File: src/sv/fcss_pkg.sv
package fcss_pkg;

  localparam logic [1:0] OP_READ  = 2'd0;
  localparam logic [1:0] OP_WRITE = 2'd1;
  localparam logic [1:0] OP_TICK  = 2'd2;

  localparam logic [5:0] TYPE_REG_OFFSET = 6'h31;

  localparam logic [3:0] SW_MOTOR_OFF = 4'h8;
  localparam logic [3:0] SW_MOTOR_ON  = 4'h9;
  localparam logic [3:0] SW_DRIVE_0   = 4'hA;
  localparam logic [3:0] SW_DRIVE_1   = 4'hB;
  localparam logic [3:0] SW_Q6_CLEAR  = 4'hC;
  localparam logic [3:0] SW_Q6_SET    = 4'hD;
  localparam logic [3:0] SW_Q7_CLEAR  = 4'hE;
  localparam logic [3:0] SW_Q7_SET    = 4'hF;

  localparam logic [7:0] SPINDOWN_RESET   = 8'd60;
  localparam logic [7:0] HANDSHAKE_BUSY   = 8'hC0;
  localparam logic [7:0] HANDSHAKE_READY  = 8'h80;
  localparam logic [7:0] DATA_NOT_READY   = 8'hFF;
  localparam logic [4:0] MODE_MASK        = 5'h1F;
  localparam int unsigned MODE_IMMEDIATE  = 2;

  typedef struct packed {
    logic [1:0] op;
    logic [5:0] offset;
    logic [7:0] write_data;
    logic [7:0] drive_data;
    logic       drive_sense;
  } in_item_t;

  typedef struct packed {
    logic [7:0] read_data;
    logic       step_valid;
    logic [3:0] step_arg;
    logic       write_valid;
    logic [7:0] write_byte;
    logic       read_taken;
    logic       flush;
    logic       drive_is_35;
    logic       drive_number;
    logic       motor_running;
    logic [3:0] sense_code;
  } out_item_t;

  typedef struct packed {
    logic       q6_latch;
    logic       q7_latch;
    logic       motor_flag;
    logic       spindown_flag;
    logic [7:0] spindown_left;
    logic       selected_drive;
    logic [4:0] mode_bits;
    logic       enable_two;
    logic [1:0] handshake_count;
    logic [3:0] phase_lines;
    logic       control_35;
    logic       select_35;
  } ctrl_state_t;

endpackage

File: src/sv/floppy_controller_soft_switches_core.sv
// Soft-switch floppy controller core.
// The input channel carries one transaction per bus read, bus write or
// frame tick; every input transaction produces exactly one result
// transaction on the output channel, in order.
// The result is computed in the cycle the input is accepted and is
// registered in the result queue before it appears on the output.
// A new input can be accepted every cycle unless the result queue is
// full; the sustained rate is one transaction per cycle, set by the
// combinational switch decode and the two-entry result queue.
// When the receiver stalls, up to two results are held and input ready
// falls only once both entries are occupied.
// The spindown frame count is written through cfg_write_en and
// cfg_write_data, and should only be written while the block is idle.
// Synchronous reset clears all switch state and the result queue and
// sets the spindown frame count to 60.
module floppy_controller_soft_switches_core (
  input  logic                clk,
  input  logic                rst,
  input  logic                in_valid,
  output logic                in_ready,
  input  fcss_pkg::in_item_t  in_data,
  output logic                out_valid,
  input  logic                out_ready,
  output fcss_pkg::out_item_t out_data,
  input  logic                cfg_write_en,
  input  logic [7:0]          cfg_write_data
);
  import fcss_pkg::*;

  ctrl_state_t state;
  ctrl_state_t state_next;
  out_item_t   result;
  logic [7:0]  spindown_frames;
  logic        full;
  logic        accept;

  assign in_ready = !full;
  assign accept   = in_valid && in_ready;

  fcss_logic u_logic (
    .state           (state),
    .item            (in_data),
    .spindown_frames (spindown_frames),
    .state_next      (state_next),
    .result          (result)
  );

  fcss_out_queue u_queue (
    .clk       (clk),
    .rst       (rst),
    .push      (accept),
    .push_data (result),
    .full      (full),
    .out_valid (out_valid),
    .out_ready (out_ready),
    .out_data  (out_data)
  );

  always_ff @(posedge clk) begin
    if (rst) begin
      state           <= '0;
      spindown_frames <= SPINDOWN_RESET;
    end else begin
      if (accept) begin
        state <= state_next;
      end
      if (cfg_write_en) begin
        spindown_frames <= cfg_write_data;
      end
    end
  end

`ifndef NO_ASSERTIONS
  a_full_has_output: assert property (@(posedge clk) disable iff (rst)
    !in_ready |-> out_valid)
    else $error("Input stalled while no result is pending.");

  a_spindown_needs_motor: assert property (@(posedge clk) disable iff (rst)
    state.spindown_flag |-> state.motor_flag)
    else $error("Spindown active with the motor off.");

  a_step_needs_motor: assert property (@(posedge clk) disable iff (rst)
    (out_valid && out_data.step_valid) |-> out_data.motor_running)
    else $error("Step strobe issued with the motor off.");
`endif

endmodule

File: src/sv/fcss_logic.sv
module fcss_logic (
  input  fcss_pkg::ctrl_state_t state,
  input  fcss_pkg::in_item_t    item,
  input  logic [7:0]            spindown_frames,
  output fcss_pkg::ctrl_state_t state_next,
  output fcss_pkg::out_item_t   result
);
  import fcss_pkg::*;

  ctrl_state_t s;
  out_item_t   r;
  logic        type_reg;
  logic        do_touch;
  logic [3:0]  loc;
  logic [1:0]  p;
  logic        on;
  logic        st;
  logic [7:0]  left_dec;

  assign type_reg = (item.offset == TYPE_REG_OFFSET);
  assign do_touch = ((item.op == OP_READ) || (item.op == OP_WRITE)) && !type_reg;
  assign loc      = item.offset[3:0];
  assign p        = loc[2:1];
  assign on       = loc[0];
  assign left_dec = (state.spindown_left != 8'd0) ? state.spindown_left - 8'd1 : 8'd0;

  always_comb begin
    s  = state;
    r  = '0;
    st = 1'b0;

    if (do_touch) begin
      if (!loc[3]) begin
        s.phase_lines[p] = on;
        if (s.motor_flag) begin
          if (s.select_35) begin
            if ((p == 2'd3) && on) begin
              r.step_valid = 1'b1;
              r.step_arg   = {s.phase_lines[1], s.phase_lines[0], s.control_35,
                              s.phase_lines[2]};
            end
          end else if (on) begin
            r.step_valid = 1'b1;
            r.step_arg   = {2'b00, p};
          end
        end else begin
          s.enable_two = s.phase_lines[1] & s.phase_lines[3];
        end
      end else begin
        unique case (loc)
          SW_MOTOR_OFF: begin
            if (s.mode_bits[MODE_IMMEDIATE]) begin
              s.spindown_flag = 1'b0;
              s.motor_flag    = 1'b0;
            end else if (s.motor_flag && !s.spindown_flag) begin
              s.spindown_flag = 1'b1;
              s.spindown_left = spindown_frames;
            end
          end
          SW_MOTOR_ON: begin
            s.motor_flag    = 1'b1;
            s.spindown_flag = 1'b0;
          end
          SW_DRIVE_0:  s.selected_drive = 1'b0;
          SW_DRIVE_1:  s.selected_drive = 1'b1;
          SW_Q6_CLEAR: s.q6_latch = 1'b0;
          SW_Q6_SET:   s.q6_latch = 1'b1;
          SW_Q7_CLEAR: s.q7_latch = 1'b0;
          default:     s.q7_latch = 1'b1;
        endcase
      end
    end

    unique case (item.op)
      OP_READ: begin
        if (type_reg) begin
          r.read_data = {s.control_35, s.select_35, 6'b0};
        end else if (item.offset[0]) begin
          r.read_data = 8'h00;
        end else if (!s.q7_latch && !s.q6_latch) begin
          if (s.enable_two || !s.motor_flag) begin
            r.read_data = DATA_NOT_READY;
          end else begin
            r.read_data  = item.drive_data;
            r.read_taken = 1'b1;
          end
        end else if (!s.q7_latch && s.q6_latch) begin
          if (s.enable_two) begin
            st = 1'b1;
          end else if (s.select_35) begin
            st = s.motor_flag ? item.drive_sense : 1'b1;
          end else begin
            st = item.drive_sense;
          end
          r.read_data = {st, 1'b0, s.motor_flag, s.mode_bits & MODE_MASK};
        end else if (s.q7_latch && !s.q6_latch) begin
          if (s.enable_two) begin
            if (s.handshake_count == 2'd3) begin
              s.handshake_count = 2'd0;
              r.read_data       = HANDSHAKE_READY;
            end else begin
              s.handshake_count = s.handshake_count + 2'd1;
              r.read_data       = HANDSHAKE_BUSY;
            end
          end else begin
            r.read_data = HANDSHAKE_READY;
          end
        end else begin
          r.read_data = 8'h00;
        end
      end
      OP_WRITE: begin
        if (type_reg) begin
          s.control_35 = item.write_data[7];
          s.select_35  = item.write_data[6];
        end else if (item.offset[0] && s.q7_latch && s.q6_latch) begin
          if (!s.motor_flag) begin
            s.mode_bits = item.write_data[4:0];
          end else if (!s.enable_two) begin
            r.write_valid = 1'b1;
            r.write_byte  = item.write_data;
          end
        end
      end
      OP_TICK: begin
        if (s.motor_flag && s.spindown_flag) begin
          s.spindown_left = left_dec;
          if (left_dec == 8'd0) begin
            s.motor_flag    = 1'b0;
            s.spindown_flag = 1'b0;
          end
        end
        r.flush = !s.motor_flag || s.spindown_flag;
      end
      default: begin
      end
    endcase

    r.drive_is_35   = s.select_35;
    r.drive_number  = s.selected_drive;
    r.motor_running = s.motor_flag;
    r.sense_code    = {s.phase_lines[2], s.phase_lines[1], s.phase_lines[0], s.control_35};
  end

  assign state_next = s;
  assign result     = r;

endmodule

File: src/sv/fcss_out_queue.sv
module fcss_out_queue (
  input  logic                clk,
  input  logic                rst,
  input  logic                push,
  input  fcss_pkg::out_item_t push_data,
  output logic                full,
  output logic                out_valid,
  input  logic                out_ready,
  output fcss_pkg::out_item_t out_data
);
  import fcss_pkg::*;

  out_item_t head;
  out_item_t tail;
  logic      head_valid;
  logic      tail_valid;
  logic      pop;

  assign pop       = head_valid && out_ready;
  assign full      = tail_valid;
  assign out_valid = head_valid;
  assign out_data  = head;

  always_ff @(posedge clk) begin
    if (rst) begin
      head_valid <= 1'b0;
      tail_valid <= 1'b0;
    end else begin
      if (pop && push) begin
        head <= push_data;
      end else if (pop) begin
        head       <= tail;
        head_valid <= tail_valid;
        tail_valid <= 1'b0;
      end else if (push) begin
        if (!head_valid) begin
          head       <= push_data;
          head_valid <= 1'b1;
        end else begin
          tail       <= push_data;
          tail_valid <= 1'b1;
        end
      end
    end
  end

endmodule

File: config.mk
export PLATFORM = sky130hd
export DESIGN_NAME = floppy_controller_soft_switches_core
export DESIGN_NICKNAME = d
export VERILOG_FILES = /design/src/sv/fcss_pkg.sv /design/src/sv/floppy_controller_soft_switches_core.sv /design/src/sv/fcss_logic.sv /design/src/sv/fcss_out_queue.sv
export SDC_FILE = /design/constraint.sdc
export NUM_CORES = 1
export LEC_CHECK = 0
export BUFFER_PORTS_ARGS = -buffer_cell sky130_fd_sc_hd__buf_2
export CORE_ASPECT_RATIO = 1.25
export CORE_MARGIN = 1.5
export CORE_UTILIZATION = 45
export DETAILED_ROUTE_END_ITERATION = 16
export PLACE_DENSITY = 0.68
export SYNTH_ARGS = -nofsm -noshare
export SYNTH_HDL_FRONTEND = slang
export SYNTH_SLANG_ARGS = --single-unit
File: constraint.sdc
create_clock -name clk -period 5 [get_ports clk]
set_clock_uncertainty 0.2 [all_clocks]
set_input_delay 0.5 -clock clk [delete_from_list [all_inputs] [get_ports clk]]
set_output_delay 0.5 -clock clk [all_outputs]
set_load 0.02 [all_outputs]
==> Implementation_results.wiki <==
{| class="wikitable"
! Metric !! Value
|-
| Register-to-Register Setup Slack || between 2 and 2.5 ns
|-
| Share of synthesized area occupied by flip-flops and latches || 0.539
|-
| Setup CP Type || flip-flop to flip-flop
|-
| Period utilisation layout || 0.584
|-
| Critical path data required time || 4.88 ns
|-
| TritonCTS clock tree || yes
|-
| Number of cells upsized or downsized after cts || 0
|-
| Global-route wire length before repair || between 15,000 and 20,000 um
|-
| Overall overflow remaining after global route || 0
|-
| Worst Hold Class || input port to flip-flop
|-
| Arrival time worst endpoint || around 2.8 ns
|-
| Post-detailed-route wirelength per cell || about 16 um
|-
| Number of detailed-route iterations in the first pass || 5
|-
| Final Hold Vio Count || 0
|-
| Net count after synthesis || between 400 and 500
|-
| Vias post-DR || 3,590
|-
| Share of async-settable or async-resettable flops after synthesis || 0
|-
| Total number of H-tree levels || 3
|-
| Clock net sink count || approximately 100
|-
| Final weighted congestion of routability-driven global placement || 0.784
|-
| Most frequent cells after synthesis || 62 x edfxtp_1, 43 x nor2_1, 42 x nand2_1
|-
| Leakage power summed over all cells || ~2.1 nW
|-
| Clock tree buffer depth || 2
|-
| Num CTS Buffers || 9
|-
| Die Height || between 100 and 150 um
|-
| Dominant cell by count in the synthesized netlist || edfxtp_1
|-
| Routed WL || ~10,000 um
|-
| Die width || between 90 and 100 um
|-
| Die area || ~11,000 sq um
|-
| Clock latency on the worst-skew pair || approximately 0.35 ns
|-
| Slew at the pin closest to its max-slew limit || around 0.87 ns
|-
| Post-Route Setup TNS || 0 ns
|-
| Syn_area_per_cell || ~11 sq um
|-
| Mapped cell area || just under 5000 sq um
|-
| Worst hold margin || between 0.15 and 0.2 ns
|-
| Highest net fanout along the worst path || 36
|-
| Worst vdd ir || between 0.15 and 0.2 mV
|-
| DRC violation total after the first TritonRoute iteration || 244
|-
| Detailed Place HPWL || approximately 7000 um
|-
| Clock slew at the register clock pins of the worst setup and hold paths || around 0.060 ns
|-
| Number of buffers added for setup after CTS || 0
|-
| Pin count of the biggest net entering global routing || 40
|-
| Initial antenna violation count || 0
|-
| Worst setup SP type || flip-flop
|-
| Area share of the largest cell type after synthesis || 0.386
|-
| Antenna fix cells || 0
|-
| Routed via count divided by cell count || roughly 5.6
|-
| Number of synthesized flops with an enable pin || 62
|-
| Unrepaired setup endpoints after global routing || false
|-
| Count of port buffers added during placement || 70
|-
| Total Routing Usage GR || 0.195
|-
| Final slew viol count || 0
|-
| Core Rows || 42
|-
| Hold-fix buffers, CTS || 0
|-
| Flip-flop and latch count after synthesis || 99
|-
| Root Buffer || clkbuf_16
|-
| Status || finished clean
|-
| Net count of the finished layout || about 550
|-
| Maximum clock frequency || about 340 MHz
|-
| Synthesized instance count || around 450
|-
| Critical path capture point type || flip-flop
|-
| Top-level I/O count || 71
|-
| Initial Util || 0.459
|-
| Endpoints failing setup || 0
|-
| Number of unique standard cell types used by synthesis || 68
|-
| Number of routed nets with antenna violations || 0
|-
| Power Dens Cells || 335 nW/um^2
|-
| Proportion of layout cells with a drive suffix above 1 || 0.234
|-
| Area growth from synthesis to layout || 14.7%
|-
| Largest cells by area after synthesis || edfxtp_1 39%, dfxtp_1 15%, mux2_2 4.2%
|-
| Warnings from Yosys || 0
|-
| Number of DRC violations after detailed routing || 0
|-
| Max-cap check violation count || 0
|-
| Commonest register cell after synthesis || edfxtp_1
|-
| Minimum clock period || a little under 3 ns
|-
| Cell accounting for the most synthesized area || edfxtp_1
|-
| Placeable core region || between 10,000 and 15,000 sq um
|-
| Number of global-route vias before repair || between 3,000 and 4,000
|-
| Relative slew slack || 0.405
|}
[metrics by stage]
step,instances,total power (W),worst slack [ns],area (sq um),utilization
finish,644,0.00185,2.08,5540,0.527
global route,644,0.00193,1.85,5540,0.527
CTS,644,0.00187,2.04,5540,0.527
detailed placement,628,0.00121,1.87,5250,0.500
global placement,628,0.00120,1.93,5250,0.500
floorplan,449,0.00113,0.188,4830,-
[cell usage in the layout (no fill, tap or decap), types with 3 or more instances in the layout]
cell,n
nor3b_1,4
nand3_1,8
a22oi_1,4
edfxtp_1,62
a211oi_1,10
and3_1,4
nand2_1,42
o31ai_1,3
nor2_1,43
dfxtp_1,37
mux2_2,18
or3_1,5
a21oi_1,23
nor2b_1,6
nor3_1,5
clkbuf_16,10
buf_4,4
o2bb2ai_1,4
ha_1,4
and2_1,14
nand4b_1,4
and3b_1,3
o211ai_1,3
inv_1,11
mux2i_1,13
o21ai_0,31
a31oi_1,10
clkbuf_1,3
a211o_1,4
buf_2,70
[final timing paths]
check,cells past startpoint,end,from
max,7,u_queue.out_data[30],u_queue.full
min reg2reg,2,state[10],state[10]
min,2,spindown_frames[3],cfg_write_data[3]
max reg2reg,7,u_queue.out_data[30],u_queue.full
[cell type report]
cell class                 count  area, sq um
tap                          132          165
timing repair buffer          74          380
multi-input combinational    310         2060
fill                         959         4970
sequential                    99         2600
clock inverter                 3         22.5
clock buffer                  13          262
inverter                      13         48.8
[routing by layer]
layer | global-route usage | up-vias | part of all wire
met4 | 0.0616 | 0 | 0.0079
met3 | 0.0476 | 6 | 0.049
met2 | 0.319 | 83 | 0.51
met5 | 0 | - | 0
li1 | - | 1777 | -
met1 | 0.249 | 1724 | 0.43
[power by group]
part	total, W	internal [W]	switching, W
logic	0.000251	0.0000884	0.000163
registers	0.000938	0.000918	0.0000196
clock network	0.000665	0.000370	0.000295
total	0.00185	0.00138	0.000477
[worst max-delay path, stage by stage, from the launching register on]
cell and delay (ns):
dfxtp_1 0.35, nand2b_1 0.48, clkinv_1 0.19, ha_1 0.27, or2_2 0.60, and3_1 0.29
a32oi_1 0.16, nand3_1 0.10
[registers in the layout, indices dropped and copies added, names as in the netlist]
name               cells
spindown_frames        8
u_queue.tail          31
state                 27
u_queue.full           1
u_queue.out_data      31
u_queue.out_valid      1
[kinds of logic (layout without fill, tap and decap cells)]
family	count (synthesis)	in the layout	synth area share
AO/OA/AOI/OAI	106	106	0.143
flip-flops	99	99	0.539
multiplexers	32	32	0.0736
adder cells (fa/ha/maj)	4	4	0.0104
AND/OR/NAND/NOR	166	166	0.193
buffers and inverters	40	103	0.0368
XOR/XNOR	2	2	0.00363
(Power assumes the default switching activity.)
